File: config.mk
export PLATFORM = sky130hd
export DESIGN_NAME = instrument_status_and_error_queue_flat
export DESIGN_NICKNAME = d
export VERILOG_FILES = /design/src/rtl/iseq_pkg.sv /design/src/rtl/iseq_if.sv /design/src/rtl/iseq_ram.sv /design/src/rtl/iseq_obuf.sv /design/src/rtl/iseq_ctrl.sv /design/src/rtl/instrument_status_and_error_queue.sv /design/src/flat_wrapper.sv
export SDC_FILE = /design/constraint.sdc
export NUM_CORES = 1
export LEC_CHECK = 0
export ABC_AREA = 1
export CAP_MARGIN = 40
export CORE_MARGIN = 3
export CORE_UTILIZATION = 45
export DETAILED_ROUTE_END_ITERATION = 6
export DONT_BUFFER_PORTS = 1
export PLACE_DENSITY = 0.72
export REMOVE_ABC_BUFFERS = 1
export SYNTH_ARGS = -nofsm -noshare
export SYNTH_HDL_FRONTEND = slang
export SYNTH_HIERARCHICAL = 1
export SYNTH_SLANG_ARGS = --single-unit
File: constraint.sdc
create_clock -name clk -period 3.4 [get_ports clk]
set_input_delay 0.68 -clock clk [delete_from_list [all_inputs] [get_ports clk]]
set_output_delay 0.68 -clock clk [all_outputs]
set_load 0.01 [all_outputs]
File: src/rtl/iseq_pkg.sv
// Shared constants, codes, types and status-byte helper for the status and error queue.
package iseq_pkg;

  localparam int QUEUE_DEPTH_DEF = 16;

  localparam int CMD_W  = 4;
  localparam int FORM_W = 2;
  localparam int VAL_W  = 8;
  localparam int EIDX_W = 5;
  localparam int BIT_W  = 3;
  localparam int KIND_W = 3;
  localparam int LIM_W  = 5;

  localparam logic [LIM_W-1:0] LIM_RESET = 5'd16;

  typedef enum logic [CMD_W-1:0] {
    CMD_OPC,
    CMD_ESE,
    CMD_SRE,
    CMD_CLS,
    CMD_RST,
    CMD_IDN,
    CMD_ESR,
    CMD_STB,
    CMD_TST,
    CMD_ERR1,
    CMD_ERRCOUNT,
    CMD_ERRALL,
    CMD_POST,
    CMD_SETBIT
  } cmd_t;

  typedef enum logic [FORM_W-1:0] {
    FORM_SET,
    FORM_PARAM,
    FORM_QUERY,
    FORM_BAD
  } form_t;

  typedef enum logic [KIND_W-1:0] {
    KIND_REG,
    KIND_ERR,
    KIND_COUNT,
    KIND_IDN,
    KIND_TST,
    KIND_SRQ
  } kind_t;

  localparam logic [EIDX_W-1:0] ERR_NONE     = 5'd0;
  localparam logic [EIDX_W-1:0] ERR_COMMAND  = 5'd1;
  localparam logic [EIDX_W-1:0] ERR_NUMERIC  = 5'd6;
  localparam logic [EIDX_W-1:0] ERR_OVERFLOW = 5'd14;
  localparam logic [EIDX_W-1:0] ERR_QUERY    = 5'd15;
  localparam logic [EIDX_W-1:0] ERR_MAXIDX   = 5'd16;

  // Status byte and event status masks.
  localparam logic [VAL_W-1:0] QNE_MASK    = 8'h04;
  localparam logic [VAL_W-1:0] ESB_MASK    = 8'h20;
  localparam logic [VAL_W-1:0] RQS_MASK    = 8'h40;
  localparam logic [VAL_W-1:0] SUMMARY_MSK = 8'hBF;
  localparam logic [VAL_W-1:0] ES_OPC_MASK = 8'h01;

  typedef enum logic [2:0] {
    ST_IDLE,
    ST_EXEC,
    ST_EMIT,
    ST_RD,
    ST_POP
  } st_t;

  typedef struct packed {
    kind_t              kind;
    logic [VAL_W-1:0]   value;
    logic [EIDX_W-1:0]  error_index;
    logic               last;
  } res_t;

  typedef struct packed {
    logic [VAL_W-1:0] sb;
    logic             srq;
  } stb_t;

  // Writes the status byte: any enabled summary bit raises RQS, and a service
  // request is reported when the enable also has RQS set.
  function automatic stb_t stb_write(logic [VAL_W-1:0] b, logic [VAL_W-1:0] se);
    stb_t r;
    r.sb  = b;
    r.srq = 1'b0;
    if ((b & se & SUMMARY_MSK) != '0) begin
      r.sb  = b | RQS_MASK;
      r.srq = ((se & RQS_MASK) != '0);
    end
    return r;
  endfunction

endpackage

File: src/rtl/iseq_if.sv
// Channel interfaces: command input, result output and limit configuration.
interface iseq_in_if;
  import iseq_pkg::*;
  logic              valid;
  logic              ready;
  logic [CMD_W-1:0]  command;
  logic [FORM_W-1:0] form;
  logic              param_ok;
  logic [VAL_W-1:0]  param_value;
  logic              op_complete;
  logic [EIDX_W-1:0] error_code;
  logic [BIT_W-1:0]  status_bit;

  modport source (
    output valid, command, form, param_ok, param_value, op_complete, error_code,
           status_bit,
    input  ready
  );
  modport sink (
    input  valid, command, form, param_ok, param_value, op_complete, error_code,
           status_bit,
    output ready
  );
endinterface

interface iseq_out_if;
  import iseq_pkg::*;
  logic              valid;
  logic              ready;
  logic [KIND_W-1:0] result_kind;
  logic [VAL_W-1:0]  value;
  logic [EIDX_W-1:0] error_index;
  logic              last;

  modport source (output valid, result_kind, value, error_index, last, input ready);
  modport sink (input valid, result_kind, value, error_index, last, output ready);
endinterface

interface iseq_cfg_if;
  import iseq_pkg::*;
  logic             valid;
  logic             ready;
  logic [LIM_W-1:0] error_queue_limit;

  modport source (output valid, error_queue_limit, input ready);
  modport sink (input valid, error_queue_limit, output ready);
endinterface

File: src/rtl/iseq_ram.sv
// Generic single-write, single-read RAM with registered read data.
module iseq_ram #(
  parameter int WIDTH = 8,
  parameter int DEPTH = 16,
  localparam int AW = (DEPTH > 1) ? $clog2(DEPTH) : 1
) (
  input  logic             clk,
  input  logic             we,
  input  logic [AW-1:0]    waddr,
  input  logic [WIDTH-1:0] wdata,
  input  logic             re,
  input  logic [AW-1:0]    raddr,
  output logic [WIDTH-1:0] rdata
);

  logic [WIDTH-1:0] mem_r [DEPTH];
  logic [WIDTH-1:0] rdata_r;

  always_ff @(posedge clk) begin
    if (we) begin
      mem_r[waddr] <= wdata;
    end
    if (re) begin
      rdata_r <= mem_r[raddr];
    end
  end

  assign rdata = rdata_r;

endmodule

File: src/rtl/iseq_obuf.sv
// Output holding register that decouples result production from the sink.
module iseq_obuf (
  input  logic              clk,
  input  logic              rst_n,
  input  logic              load,
  input  iseq_pkg::res_t    res,
  output logic              free,
  iseq_out_if.source        out_ch
);
  import iseq_pkg::*;

  logic valid_r;
  logic valid_nxt;
  res_t data_r;

  assign free      = !valid_r || out_ch.ready;
  assign valid_nxt = load || (valid_r && !out_ch.ready);

  always_ff @(posedge clk) begin
    if (!rst_n) begin
      valid_r <= 1'b0;
    end else begin
      valid_r <= valid_nxt;
    end
  end

  always_ff @(posedge clk) begin
    if (load) begin
      data_r <= res;
    end
  end

  assign out_ch.valid       = valid_r;
  assign out_ch.result_kind = data_r.kind;
  assign out_ch.value       = data_r.value;
  assign out_ch.error_index = data_r.error_index;
  assign out_ch.last        = data_r.last;

endmodule

File: src/rtl/iseq_ctrl.sv
// Command sequencer: status registers, error queue pointers and queue walk.
module iseq_ctrl #(
  parameter int QUEUE_DEPTH = iseq_pkg::QUEUE_DEPTH_DEF,
  localparam int IDX_W = (QUEUE_DEPTH > 1) ? $clog2(QUEUE_DEPTH) : 1
) (
  input  logic                        clk,
  input  logic                        rst_n,
  iseq_in_if.sink                     in_ch,
  iseq_cfg_if.sink                    cfg_ch,
  output logic                        ram_we,
  output logic [IDX_W-1:0]            ram_waddr,
  output logic [iseq_pkg::EIDX_W-1:0] ram_wdata,
  output logic                        ram_re,
  output logic [IDX_W-1:0]            ram_raddr,
  input  logic [iseq_pkg::EIDX_W-1:0] ram_rdata,
  input  logic                        out_free,
  output logic                        out_load,
  output iseq_pkg::res_t              out_res
);
  import iseq_pkg::*;

  localparam int CNT_W = $clog2(QUEUE_DEPTH + 1);
  localparam int SUM_W = CNT_W + 1;
  localparam int CMP_W = (CNT_W > LIM_W) ? CNT_W : LIM_W;

  st_t state_r, state_nxt;

  logic [LIM_W-1:0] limit_r;
  logic [VAL_W-1:0] sb_r, se_r, es_r, ee_r;
  logic [VAL_W-1:0] sb_nxt, se_nxt, es_nxt, ee_nxt;
  logic [IDX_W-1:0] head_r, head_nxt;
  logic [CNT_W-1:0] cnt_r, cnt_nxt;
  logic             walk_r, all_r;
  res_t             pend_r;

  logic [CMD_W-1:0]  cmd_r;
  logic [FORM_W-1:0] form_r;
  logic              pok_r;
  logic [VAL_W-1:0]  pval_r;
  logic              opc_r;
  logic [EIDX_W-1:0] ecode_r;
  logic [BIT_W-1:0]  sbit_r;

  logic              accept;
  logic              srq_nxt;
  logic              post;
  logic [EIDX_W-1:0] post_code;
  logic              reply;
  res_t              reply_res;
  logic              pop;
  logic              pop_all;
  logic              clear;
  stb_t              st;

  logic [LIM_W-1:0]  lim_eff;
  logic              full;
  logic [SUM_W-1:0]  pos_raw;
  logic [SUM_W-1:0]  pos_wrap;
  logic [IDX_W-1:0]  head_inc;
  logic              walk_done;

  assign accept       = in_ch.valid && in_ch.ready;
  assign cfg_ch.ready = 1'b1;
  assign walk_done    = !all_r || (cnt_r == '0);

  // Decode of the held command into new register values and actions.
  always_comb begin
    se_nxt    = se_r;
    es_nxt    = es_r;
    ee_nxt    = ee_r;
    post      = 1'b0;
    post_code = ERR_COMMAND;
    reply     = 1'b0;
    reply_res = '{kind: KIND_REG, value: '0, error_index: ERR_NONE, last: 1'b1};
    pop       = 1'b0;
    pop_all   = 1'b0;
    clear     = 1'b0;
    st        = '{sb: sb_r, srq: 1'b0};
    unique case (cmd_t'(cmd_r))
      CMD_OPC: begin
        if (form_t'(form_r) == FORM_SET) begin
          es_nxt = es_r | ES_OPC_MASK;
          if ((es_nxt & ee_r) != '0) begin
            st = stb_write(sb_r | ESB_MASK, se_r);
          end
        end else if (form_t'(form_r) == FORM_QUERY) begin
          reply           = 1'b1;
          reply_res.value = {{(VAL_W-1){1'b0}}, opc_r};
        end else begin
          post = 1'b1;
        end
      end
      CMD_ESE, CMD_SRE: begin
        if (form_t'(form_r) == FORM_PARAM) begin
          if (pok_r) begin
            if (cmd_t'(cmd_r) == CMD_ESE) begin
              ee_nxt = pval_r;
              if ((es_r & pval_r) != '0) begin
                st = stb_write(sb_r | ESB_MASK, se_r);
              end
            end else begin
              se_nxt = pval_r;
              st     = stb_write(sb_r, pval_r);
            end
          end else begin
            post      = 1'b1;
            post_code = ERR_NUMERIC;
          end
        end else if (form_t'(form_r) == FORM_QUERY) begin
          reply           = 1'b1;
          reply_res.value = (cmd_t'(cmd_r) == CMD_ESE) ? ee_r : se_r;
        end else begin
          post = 1'b1;
        end
      end
      CMD_CLS, CMD_RST: begin
        if (form_t'(form_r) == FORM_SET) begin
          // A clear wipes the event status, the status byte and the queue.
          if (cmd_t'(cmd_r) == CMD_CLS) begin
            clear  = 1'b1;
            es_nxt = '0;
            st.sb  = '0;
          end
        end else if (form_t'(form_r) == FORM_QUERY) begin
          post      = 1'b1;
          post_code = ERR_QUERY;
        end else begin
          post = 1'b1;
        end
      end
      CMD_IDN, CMD_ESR, CMD_STB, CMD_TST, CMD_ERR1, CMD_ERRCOUNT, CMD_ERRALL: begin
        if (form_t'(form_r) != FORM_QUERY) begin
          post = 1'b1;
        end else begin
          unique case (cmd_t'(cmd_r))
            CMD_IDN: begin
              reply          = 1'b1;
              reply_res.kind = KIND_IDN;
            end
            CMD_ESR: begin
              reply           = 1'b1;
              reply_res.value = es_r;
            end
            CMD_STB: begin
              reply           = 1'b1;
              reply_res.value = sb_r;
            end
            CMD_TST: begin
              reply          = 1'b1;
              reply_res.kind = KIND_TST;
            end
            CMD_ERRCOUNT: begin
              reply           = 1'b1;
              reply_res.kind  = KIND_COUNT;
              reply_res.value = VAL_W'(cnt_r);
            end
            default: begin
              if (cnt_r == '0) begin
                reply          = 1'b1;
                reply_res.kind = KIND_ERR;
              end else begin
                pop     = 1'b1;
                pop_all = (cmd_t'(cmd_r) == CMD_ERRALL);
                // The pop that empties the queue clears queue-not-empty; the
                // request it may raise comes before any entry.
                if (pop_all || (cnt_r == CNT_W'(1))) begin
                  st = stb_write(sb_r & ~QNE_MASK, se_r);
                end
              end
            end
          endcase
        end
      end
      CMD_POST: begin
        post      = 1'b1;
        post_code = (ecode_r > ERR_MAXIDX) ? ERR_MAXIDX : ecode_r;
      end
      CMD_SETBIT: begin
        st = stb_write(sb_r | (8'h01 << sbit_r), se_r);
      end
      default: begin
      end
    endcase
    if (post) begin
      st = stb_write(sb_r | QNE_MASK, se_r);
    end
    sb_nxt  = st.sb;
    srq_nxt = st.srq;
  end

  // Queue slot arithmetic; head plus count stays below twice the depth.
  always_comb begin
    lim_eff  = (limit_r == '0) ? LIM_W'(1) : limit_r;
    full     = (CMP_W'(cnt_r) >= CMP_W'(lim_eff)) || (cnt_r == CNT_W'(QUEUE_DEPTH));
    pos_raw  = SUM_W'(head_r) + SUM_W'(cnt_r) - (full ? SUM_W'(1) : SUM_W'(0));
    pos_wrap = (pos_raw >= SUM_W'(QUEUE_DEPTH)) ? (pos_raw - SUM_W'(QUEUE_DEPTH)) : pos_raw;
    head_inc = (head_r == IDX_W'(QUEUE_DEPTH - 1)) ? '0 : (head_r + IDX_W'(1));
  end

  // Next state.
  always_comb begin
    state_nxt = state_r;
    unique case (state_r)
      ST_IDLE: begin
        if (in_ch.valid) begin
          state_nxt = ST_EXEC;
        end
      end
      ST_EXEC: begin
        if (pop) begin
          state_nxt = srq_nxt ? ST_EMIT : ST_RD;
        end else if (reply || srq_nxt) begin
          state_nxt = ST_EMIT;
        end else begin
          state_nxt = ST_IDLE;
        end
      end
      ST_EMIT: begin
        if (out_free) begin
          state_nxt = walk_r ? ST_RD : ST_IDLE;
        end
      end
      ST_RD: begin
        state_nxt = ST_POP;
      end
      ST_POP: begin
        if (out_free && walk_done) begin
          state_nxt = ST_IDLE;
        end
      end
      default: begin
        state_nxt = ST_IDLE;
      end
    endcase
  end

  // State outputs. While an entry is handed over, the next read is issued so
  // that a full walk moves one entry per cycle while the output register is free.
  always_comb begin
    in_ch.ready = (state_r == ST_IDLE);
    out_load    = ((state_r == ST_EMIT) || (state_r == ST_POP)) && out_free;
    out_res     = pend_r;
    if (state_r == ST_POP) begin
      out_res = '{kind: KIND_ERR, value: '0, error_index: ram_rdata, last: walk_done};
    end
    ram_re    = (state_r == ST_RD) || ((state_r == ST_POP) && out_free && !walk_done);
    ram_raddr = head_r;
    ram_we    = (state_r == ST_EXEC) && post;
    ram_waddr = pos_wrap[IDX_W-1:0];
    ram_wdata = full ? ERR_OVERFLOW : post_code;
  end

  always_comb begin
    head_nxt = head_r;
    cnt_nxt  = cnt_r;
    if (state_r == ST_EXEC) begin
      if (clear) begin
        head_nxt = '0;
        cnt_nxt  = '0;
      end else if (post && !full) begin
        cnt_nxt = cnt_r + CNT_W'(1);
      end
    end
    if (ram_re) begin
      head_nxt = head_inc;
      cnt_nxt  = cnt_r - CNT_W'(1);
    end
  end

  always_ff @(posedge clk) begin
    if (!rst_n) begin
      state_r <= ST_IDLE;
      limit_r <= LIM_RESET;
      sb_r    <= '0;
      se_r    <= '0;
      es_r    <= '0;
      ee_r    <= '0;
      head_r  <= '0;
      cnt_r   <= '0;
      walk_r  <= 1'b0;
      all_r   <= 1'b0;
    end else begin
      state_r <= state_nxt;
      head_r  <= head_nxt;
      cnt_r   <= cnt_nxt;
      if (cfg_ch.valid) begin
        limit_r <= cfg_ch.error_queue_limit;
      end
      if (state_r == ST_EXEC) begin
        sb_r   <= sb_nxt;
        se_r   <= se_nxt;
        es_r   <= es_nxt;
        ee_r   <= ee_nxt;
        walk_r <= pop;
        all_r  <= pop_all;
      end
    end
  end

  always_ff @(posedge clk) begin
    if (accept) begin
      cmd_r   <= in_ch.command;
      form_r  <= in_ch.form;
      pok_r   <= in_ch.param_ok;
      pval_r  <= in_ch.param_value;
      opc_r   <= in_ch.op_complete;
      ecode_r <= in_ch.error_code;
      sbit_r  <= in_ch.status_bit;
    end
    if (state_r == ST_EXEC) begin
      if (reply) begin
        pend_r <= reply_res;
      end else begin
        pend_r <= '{kind: KIND_SRQ, value: sb_nxt, error_index: ERR_NONE, last: !pop};
      end
    end
  end

endmodule

File: src/rtl/instrument_status_and_error_queue.sv
// Top level of the status reporting block with its bounded error queue.
//
//   channel  | dir | payload                                                 | transfer
//   in_ch    | in  | command, form, param_ok, param_value, op_complete,      | valid & ready
//            |     | error_code, status_bit                                  |
//   out_ch   | out | result_kind, value, error_index, last                   | valid & ready
//   cfg_ch   | in  | error_queue_limit                                       | valid & ready
//
// An item is accepted, then executed, then hands each result to the output
// register; a queue walk adds a read state, then moves one entry per cycle
// through the error RAM's single read port while the sink keeps up, with a
// service request, if any, going out before the first entry. Reset (rst_n
// low, synchronous) clears the status registers and empties the queue; the
// error RAM needs no clearing. A stalled result sink holds the sequencer at
// its next result; cfg_ch is always ready.
module instrument_status_and_error_queue #(
  parameter int QUEUE_DEPTH = iseq_pkg::QUEUE_DEPTH_DEF
) (
  input  logic        clk,
  input  logic        rst_n,
  iseq_in_if.sink     in_ch,
  iseq_out_if.source  out_ch,
  iseq_cfg_if.sink    cfg_ch
);
  import iseq_pkg::*;

  localparam int IDX_W = (QUEUE_DEPTH > 1) ? $clog2(QUEUE_DEPTH) : 1;

  logic              ram_we;
  logic [IDX_W-1:0]  ram_waddr;
  logic [EIDX_W-1:0] ram_wdata;
  logic              ram_re;
  logic [IDX_W-1:0]  ram_raddr;
  logic [EIDX_W-1:0] ram_rdata;
  logic              out_free;
  logic              out_load;
  res_t              out_res;

  iseq_ctrl #(
    .QUEUE_DEPTH (QUEUE_DEPTH)
  ) u_ctrl (
    .clk       (clk),
    .rst_n     (rst_n),
    .in_ch     (in_ch),
    .cfg_ch    (cfg_ch),
    .ram_we    (ram_we),
    .ram_waddr (ram_waddr),
    .ram_wdata (ram_wdata),
    .ram_re    (ram_re),
    .ram_raddr (ram_raddr),
    .ram_rdata (ram_rdata),
    .out_free  (out_free),
    .out_load  (out_load),
    .out_res   (out_res)
  );

  iseq_ram #(
    .WIDTH (EIDX_W),
    .DEPTH (QUEUE_DEPTH)
  ) u_err_ram (
    .clk   (clk),
    .we    (ram_we),
    .waddr (ram_waddr),
    .wdata (ram_wdata),
    .re    (ram_re),
    .raddr (ram_raddr),
    .rdata (ram_rdata)
  );

  iseq_obuf u_obuf (
    .clk    (clk),
    .rst_n  (rst_n),
    .load   (out_load),
    .res    (out_res),
    .free   (out_free),
    .out_ch (out_ch)
  );

endmodule

File: src/flat_wrapper.sv
// flat-port wrapper written by rule: the top's interface ports become plain ports
module instrument_status_and_error_queue_flat import iseq_pkg::*;
#(
  parameter int QUEUE_DEPTH = iseq_pkg::QUEUE_DEPTH_DEF
)
  (clk, rst_n, in_ch_valid, in_ch_command, in_ch_form, in_ch_param_ok, in_ch_param_value, in_ch_op_complete, in_ch_error_code, in_ch_status_bit, in_ch_ready, out_ch_valid, out_ch_result_kind, out_ch_value, out_ch_error_index, out_ch_last, out_ch_ready, cfg_ch_valid, cfg_ch_error_queue_limit, cfg_ch_ready);
  iseq_in_if in_ch_i ();
  iseq_out_if out_ch_i ();
  iseq_cfg_if cfg_ch_i ();
  input  logic clk;
  input  logic rst_n;
  input wire logic [$bits(in_ch_i.valid)-1:0] in_ch_valid;
  input wire logic [$bits(in_ch_i.command)-1:0] in_ch_command;
  input wire logic [$bits(in_ch_i.form)-1:0] in_ch_form;
  input wire logic [$bits(in_ch_i.param_ok)-1:0] in_ch_param_ok;
  input wire logic [$bits(in_ch_i.param_value)-1:0] in_ch_param_value;
  input wire logic [$bits(in_ch_i.op_complete)-1:0] in_ch_op_complete;
  input wire logic [$bits(in_ch_i.error_code)-1:0] in_ch_error_code;
  input wire logic [$bits(in_ch_i.status_bit)-1:0] in_ch_status_bit;
  output wire logic [$bits(in_ch_i.ready)-1:0] in_ch_ready;
  output wire logic [$bits(out_ch_i.valid)-1:0] out_ch_valid;
  output wire logic [$bits(out_ch_i.result_kind)-1:0] out_ch_result_kind;
  output wire logic [$bits(out_ch_i.value)-1:0] out_ch_value;
  output wire logic [$bits(out_ch_i.error_index)-1:0] out_ch_error_index;
  output wire logic [$bits(out_ch_i.last)-1:0] out_ch_last;
  input wire logic [$bits(out_ch_i.ready)-1:0] out_ch_ready;
  input wire logic [$bits(cfg_ch_i.valid)-1:0] cfg_ch_valid;
  input wire logic [$bits(cfg_ch_i.error_queue_limit)-1:0] cfg_ch_error_queue_limit;
  output wire logic [$bits(cfg_ch_i.ready)-1:0] cfg_ch_ready;
  assign in_ch_i.valid = in_ch_valid;
  assign in_ch_i.command = in_ch_command;
  assign in_ch_i.form = in_ch_form;
  assign in_ch_i.param_ok = in_ch_param_ok;
  assign in_ch_i.param_value = in_ch_param_value;
  assign in_ch_i.op_complete = in_ch_op_complete;
  assign in_ch_i.error_code = in_ch_error_code;
  assign in_ch_i.status_bit = in_ch_status_bit;
  assign in_ch_ready = in_ch_i.ready;
  assign out_ch_valid = out_ch_i.valid;
  assign out_ch_result_kind = out_ch_i.result_kind;
  assign out_ch_value = out_ch_i.value;
  assign out_ch_error_index = out_ch_i.error_index;
  assign out_ch_last = out_ch_i.last;
  assign out_ch_i.ready = out_ch_ready;
  assign cfg_ch_i.valid = cfg_ch_valid;
  assign cfg_ch_i.error_queue_limit = cfg_ch_error_queue_limit;
  assign cfg_ch_ready = cfg_ch_i.ready;
  instrument_status_and_error_queue #(.QUEUE_DEPTH(QUEUE_DEPTH)) u_core (.clk(clk), .rst_n(rst_n), .in_ch(in_ch_i), .out_ch(out_ch_i), .cfg_ch(cfg_ch_i));
endmodule
* Word level (Yosys, flattened, before mapping) *
Memory sizes are Yosys's and may differ from the RTL's. A register that Yosys moved wholly into a read port is not among the register bits.
Cells that the tools add are included.

word-level totals
  flip-flop bits (word level) = 110
  latch bits = 0
  bits in writable memories = 80
  bits in read-only memories = 0
  input bits = 34
  output and inout port bits = 20
  memories = 1

cells by class
  $add $sub $neg = 6
  multiply operators = 0
  divide/modulo/power cells = 0
  magnitude comparators = 3
  equal/unequal tests = 29
  shifts and indexed selects = 1
  multiplexer cells = 90
  bitwise gates (word level) = 12
  reduce and logical (&&, ||, !) cells = 51

memory list
  name                    words  width  read ports  clocked after Yosys merged registers in  write ports  RTL line        source
  u_core.u_err_ram.mem_r  16     5      1           1                                        1            iseq_ram.sv:16  logic [WIDTH-1:0] mem_r [DEPTH];

operator list
  kind                                                             count
  8-bit two-way mux                                                23
  8-bit AND                                                        7
  8-bit nonzero test                                               7
  8-bit case mux with 3 select lines                               2
  8-bit case mux with 5 select lines                               1
  5-bit two-way mux                                                7
  1-bit two-way mux                                                30
  4-bit == test, second input constant                             7
  4-bit two-way mux                                                7
  5-bit AND reduction                                              4
  3-bit two-way mux                                                6
  4-bit by 3-bit == test with 1-bit output, second input constant  4
  8-bit case mux with 2 select lines                               1
  3-bit case mux with 5 select lines                               1
  5-bit case mux with 3 select lines                               1
  14-bit two-way mux                                               1
  2-bit != test, second input constant                             7
  3-bit case mux with 4 select lines                               1
  11-bit two-way mux                                               1
  5-bit logical NOT                                                2
  9-bit two-way mux                                                1
  4-bit by 2-bit == test with 1-bit output, second input constant  2
  1-bit logical AND                                                8
  1-bit logical OR                                                 8
  37 further kinds                                                 53

* Longest topological paths before layout *
  depth in word-level cells = 13
  gate-level depth with buffers = 19
  mapped depth without buffers = 19

* Modules after synthesis *
The synthesis kept the hierarchy.

modules (own cells, without submodules)
  module     instances  cells each  area each (sq um)  seq. area each (sq um)
  iseq_ctrl  1          627         4762.1             1961.9
  iseq_ram   1          355         3783.6             2552.4
  iseq_obuf  1          23          556.8              530.5

* Least setup slack after synthesis *
No wires, ideal clock.

  path type = register to register
  start = reg u_core.u_ctrl.limit_r[2]
  end = mem u_core/u_err_ram/mem_r[12][0] (netlist name) (enable)
  library setup time = 0.340 ns
  data arrival time = 3.100 ns
  path slack = -0.039 ns
  cell stages (with the launch flop) = 18
  period minus slack after synthesis = 3.439 ns
  path through = dfxtp_1 > inv_1 > a41o_1 > ha_1 > o21ai_1 > a21boi_0 > o21ai_0 > a21boi_0 > nor3_2 > inv_1 > ha_1 > inv_1 > ha_1 > inv_1 > fa_1 > xnor2_1 > nand3_1 > nor2_1

on the way
  word-level cells in the longest chain between the ends = 8
  elaborated cells on any way between the ends = 9
  those cells by class = 2 x add/sub; 2 x order compare; 3 x mux; 2 x reduce/logical

ends and longest elaborated chain
  item                                                                                                                         RTL line                                 source
  from (decl)                                                                                                                  iseq_ctrl.sv:28                          logic [LIM_W-1:0] limit_r;
  from (signal assigned)                                                                                                       iseq_ctrl.sv:287                         limit_r <= cfg_ch.error_queue_limit;
  5-bit logical NOT                                                                                                            iseq_ctrl.sv:193                         lim_eff = (limit_r == '0) ? LIM_W'(1) : limit_r;
  5-bit two-way mux *                                                                                                          iseq_ctrl.sv:193
  5-bit greater-or-equal comparator *                                                                                          iseq_ctrl.sv:194                         full = (CMP_W'(cnt_r) >= CMP_W'(lim_eff)) || (cnt_r == CNT_W'(QUEUE_DEPTH));
  1-bit logical OR *                                                                                                           iseq_ctrl.sv:194
  1-bit two-way mux *                                                                                                          iseq_ctrl.sv:195                         pos_raw = SUM_W'(head_r) + SUM_W'(cnt_r) - (full ? SUM_W'(1) : SUM_W'(0));
  6-bit by 1-bit subtractor with 6-bit output *                                                                                iseq_ctrl.sv:195
  6-bit by 5-bit greater-or-equal comparator with 1-bit output or 4-bit by 1-bit subtractor with 4-bit output (tied branches)  iseq_ctrl.sv:196                         pos_wrap = (pos_raw >= SUM_W'(QUEUE_DEPTH)) ? (pos_raw - SUM_W'(QUEUE_DEPTH)) : pos_raw;
  4-bit two-way mux *                                                                                                          iseq_ctrl.sv:196
  named net u_core.ram_waddr[2]                                                                                                instrument_status_and_error_queue.sv:30  logic [IDX_W-1:0] ram_waddr;
  to (decl)                                                                                                                    iseq_ram.sv:16

The timed path passes the listed nets; every way through them passes the cells marked *.

* Worst setup path in the final report *
  start = reg u_core.u_ctrl.limit_r[2]
  end = mem u_core/u_err_ram/mem_r[5][3] (netlist name) (enable)

Same word-level chain as after synthesis.

==> results by group <==
Placed design
  – Pre-CTS WS: -130.4 ps
  – DP Cell Count: 1282
  – GP Congestion: 0.9373
  – Placed instance area: 0.009517 mm^2
  – Detail Placement HPWL: 14080 um
  – PortBufs: 0

Die
  – Die Footprint: 0.02197 mm^2
  – Die Wd: 148.2 um
  – I/O pin count: 54
  – Row Count: 51
  – Chip height: 148.2 um
  – Initial Util: 0.4631
  – Placeable Area: 0.01965 mm^2

Clock tree
  – Maximum clock path buffer count: 2
  – Clk sinks: 183
  – CTS tree: built
  – H-tree depth: 4
  – Num CTS Buffers: 17
  – Latest clock arrival within the worst-skew pair: 430 ps
  – Root buf cell: clkbuf_16
  – CTS clk-pin slew, worst paths: 70 ps
  – # hold bufs at CTS: 0

Critical path
  – Buffer and inverter count on the worst path: 7
  – Crit Path Max Fanout: 5
  – Worst Path Class, Setup: reg -> reg
  – Critical path depth in cells: 19
  – CP delay by family, top: adder cells
  – Critical Path AT: 3550 ps
  – CP max stage delay: 510 ps
  – Worst Path Required: 3560 ps
  – Worst r2r src: u_core/u_ctrl/limit_r[2]
  – CP Launch Type: flop
  – CP endpoint kind: flop
  – Cells on worst reg2reg path: 19
  – Reg2Reg Setup Slack: 7 ps
  – Worst-path cell chain: inv_2, a41o_1, ha_1, o21ai_1, a21boi_1, o21ai_1, a21boi_1, nor3_2, inv_1, ha_1, inv_1, ha_2, inv_2, fa_2, inv_1, inv_2, nand2_2, nor2_1, buf_4
  – Slowest-stage cell, CP: fa_2
  – RR Endpoint: u_core/u_err_ram/mem_r[5][3]

STA
  – Part of the cycle the worst path needs: 0.9980
  – Final Critical Period: 3393 ps
  – Slew @ Worst Pin: 713.2 ps
  – Slew Viols, Final: 0
  – Headroom to the max-slew limit: 0.5228
  – Setup WS post-layout: 6.702 ps
  – Hold WS: 337.1 ps
  – Max Clock Skew: 11.13 ps
  – Final setup viols: 0
  – Final hold vios: 0
  – RSZ-0062 raised after global routing: true
  – Fmax: 294.7 MHz

Hold path
  – Worst Hold Path EP: u_core/u_ctrl/pval_r[3]
  – Hold Path Stages: 0
  – Worst Hold Launch: in_ch_param_value[3]
  – Hold WC Path Type: in -> reg

Global route
  – Grt ovf: 0
  – Number of global-route vias before repair: 6416
  – Tot GR Track Use: 0.1865
  – Pin count of the biggest net entering global routing: 44
  – First-pass GRT wire length: 32200 um
  – Initial antenna violation count: 0

Cells and area
  – Share of cells above drive strength 1: 0.1747
  – Final net count: 1091
  – Area delta synth->final: 12.21%
  – Most common cell after layout, fill and taps aside: nand2_1
  – Fin cells: 1318
  – Fillcell total: 1810
  – Highest-count cells in the layout ignoring fill and taps: 194 x nand2_1, 141 x inv_1, 138 x edfxtp_1, 88 x nand3_1, 86 x nor2_1
  – Final cell area excluding filler cells: 0.01021 mm^2
  – Final Util: 0.5197
  – Diode count: 0

Yosys
  – Synth Cell Area: 0.009102 mm^2
  – Synth unique cells: 54
  – Syn. warnings: 6
  – Synthesized flop and latch total: 183
  – Syn Inst Count: 1005
  – Syn Area/Cell: 9.057 um^2
  – Sequential share of the synthesized area: 0.5542
  – Number of synthesized flops with an enable pin: 138
  – Post-synth ARST share: 0
  – Synth Flop Type: edfxtp_1

Job
  – Max Cap Viol: 0

Routing
  – Number of remaining DRC errors: 0
  – Post-route antenna net violation count: 0
  – 1st-iter DRT viols: 621
  – Routed WL per cell: 15.33 um
  – Vias per Instance: 5.182
  – DRT Wirelength: 20210 um
  – DR vias: 6830
  – DRT Pass-1 Iters: 6

Status
  – Outcome: completed

Pwr
  – Pwr/cell area: 509.4 mW/mm^2
  – Worst VDD drop: 0.0003260 V
  – P_leak: 4.347 nW
worst max-delay path by stage:
stage	from	endpoint	slack [ps]
final	u_core/u_ctrl/limit_r[2]	u_core/u_err_ram/mem_r[5][3]	7
after global routing	u_core/u_ctrl/limit_r[2]	u_core/u_err_ram/mem_r[4][1]	-220
after CTS	u_core/u_ctrl/limit_r[2]	u_core/u_err_ram/mem_r[4][1]	-20
after detailed placement	u_core/u_ctrl/limit_r[2]	u_core/u_err_ram/mem_r[4][1]	-130
after global placement	u_core/u_ctrl/limit_r[2]	u_core/u_err_ram/mem_r[5][4]	-110
after floorplan	u_core/u_ctrl/limit_r[2]	u_core/u_err_ram/mem_r[12][0]	-50
cell families (layout without fill, tap and decap cells):
family | Yosys count | count (layout) | synth area share
AND/OR/NAND/NOR | 444 | 444 | 0.2191
buffers and inverters | 211 | 259 | 0.09993
other | 1 | 1 | 0.0004120
adder cells (fa/ha/maj) | 17 | 17 | 0.02419
flip-flops | 183 | 183 | 0.5542
XOR/XNOR | 8 | 8 | 0.007697
AO/OA/AOI/OAI | 141 | 141 | 0.09443
routing by layer:
metal / routed length (um) / vias to the layer above / share of wire / GRT usage
li1: - / 3382 / - / -
met4: 439 / 0 / 0.022 / 0.07575
met2: 9134 / 270 / 0.45 / 0.2889
met1: 9352 / 3137 / 0.46 / 0.2595
met5: 0 / - / 0 / 0
met3: 1281 / 41 / 0.063 / 0.03687
power breakdown:
group          internal [mW]  leakage [nW]  total (mW)  switching, mW
logic                  0.244          2.41       0.730          0.486
registers               2.54          1.65        2.58         0.0481
clock network           1.03         0.282        1.89          0.861
total                   3.81          4.35        5.20           1.40
flip-flops by register name, indices dropped and copies added, names as in the netlist, 3 cells and up:
register / cells
u_core/u_err_ram/mem_r: 80
u_core/u_ctrl/ecode_r: 5
u_core/u_ctrl/state_r: 3
u_core/u_ctrl/sbit_r: 3
u_core/u_ctrl/pend_r: 12
u_core/u_ctrl/pval_r: 8
u_core/u_obuf/out_ch.value: 8
u_core/u_obuf/out_ch.result_kind: 3
u_core/u_ctrl/se_r: 8
u_core/u_err_ram/rdata: 5
u_core/u_ctrl/cmd_r: 4
u_core/u_ctrl/ram_raddr: 4
u_core/u_obuf/out_ch.error_index: 5
u_core/u_ctrl/sb_r: 8
u_core/u_ctrl/ee_r: 8
u_core/u_ctrl/limit_r: 5
u_core/u_ctrl/cnt_r: 5
worst register-to-register path, stage by stage (launching register included):
cell,delay [ps]
dfxtp_2,320
inv_2,30
a41o_1,230
ha_1,270
o21ai_1,130
a21boi_1,70
o21ai_1,110
a21boi_1,80
nor3_2,140
inv_1,90
ha_1,280
inv_1,60
ha_2,160
inv_2,40
fa_2,510
inv_1,80
inv_2,100
nand2_2,130
nor2_1,150
buf_4,160
area by class of cell:
type	count	area, um^2	share of cell area
Clock inverter	10	85.08	0.008330
Inverter	185	704.4	0.06897
Multi-Input combinational cell	611	3239	0.3172
Sequential cell	183	5047	0.4942
Timing Repair Buffer	42	326.6	0.03197
Clock buffer	22	479.2	0.04692
Tap cell	265	331.6	0.03246
what timing repair did:
| action | CTS | global route |
|---|---|---|
| setup buffers | 3 | 2 |
| setup endpoints to repair | 80 | 80 |
| pin swaps | 1 | 8 |
| resized for setup | 3 | 29 |
cell usage after synthesis (all sizes together) (6+ instances only):
master | count | area (um^2)
a21oi | 56 | 310.3
o21ai | 52 | 260.3
nand3 | 95 | 505.5
inv | 184 | 700.7
a22o | 9 | 78.83
nand4 | 6 | 37.54
edfxtp | 138 | 4144
nand2 | 223 | 899.6
clkbuf | 6 | 22.52
ha | 16 | 200.2
buf | 20 | 182.7
dfxtp | 45 | 900.9
nor3 | 12 | 81.33
nor2 | 101 | 424.2
stage by stage:
stage / TNS, ps / power [mW]
floorplan: -2353 / 3.027
global route: -14060 / 5.410
detailed placement: -4695 / 3.268
global placement: -3450 / 3.255
finish: 0 / 5.203
CTS: -82.90 / 5.163
Power figures use the tool's default switching activity.
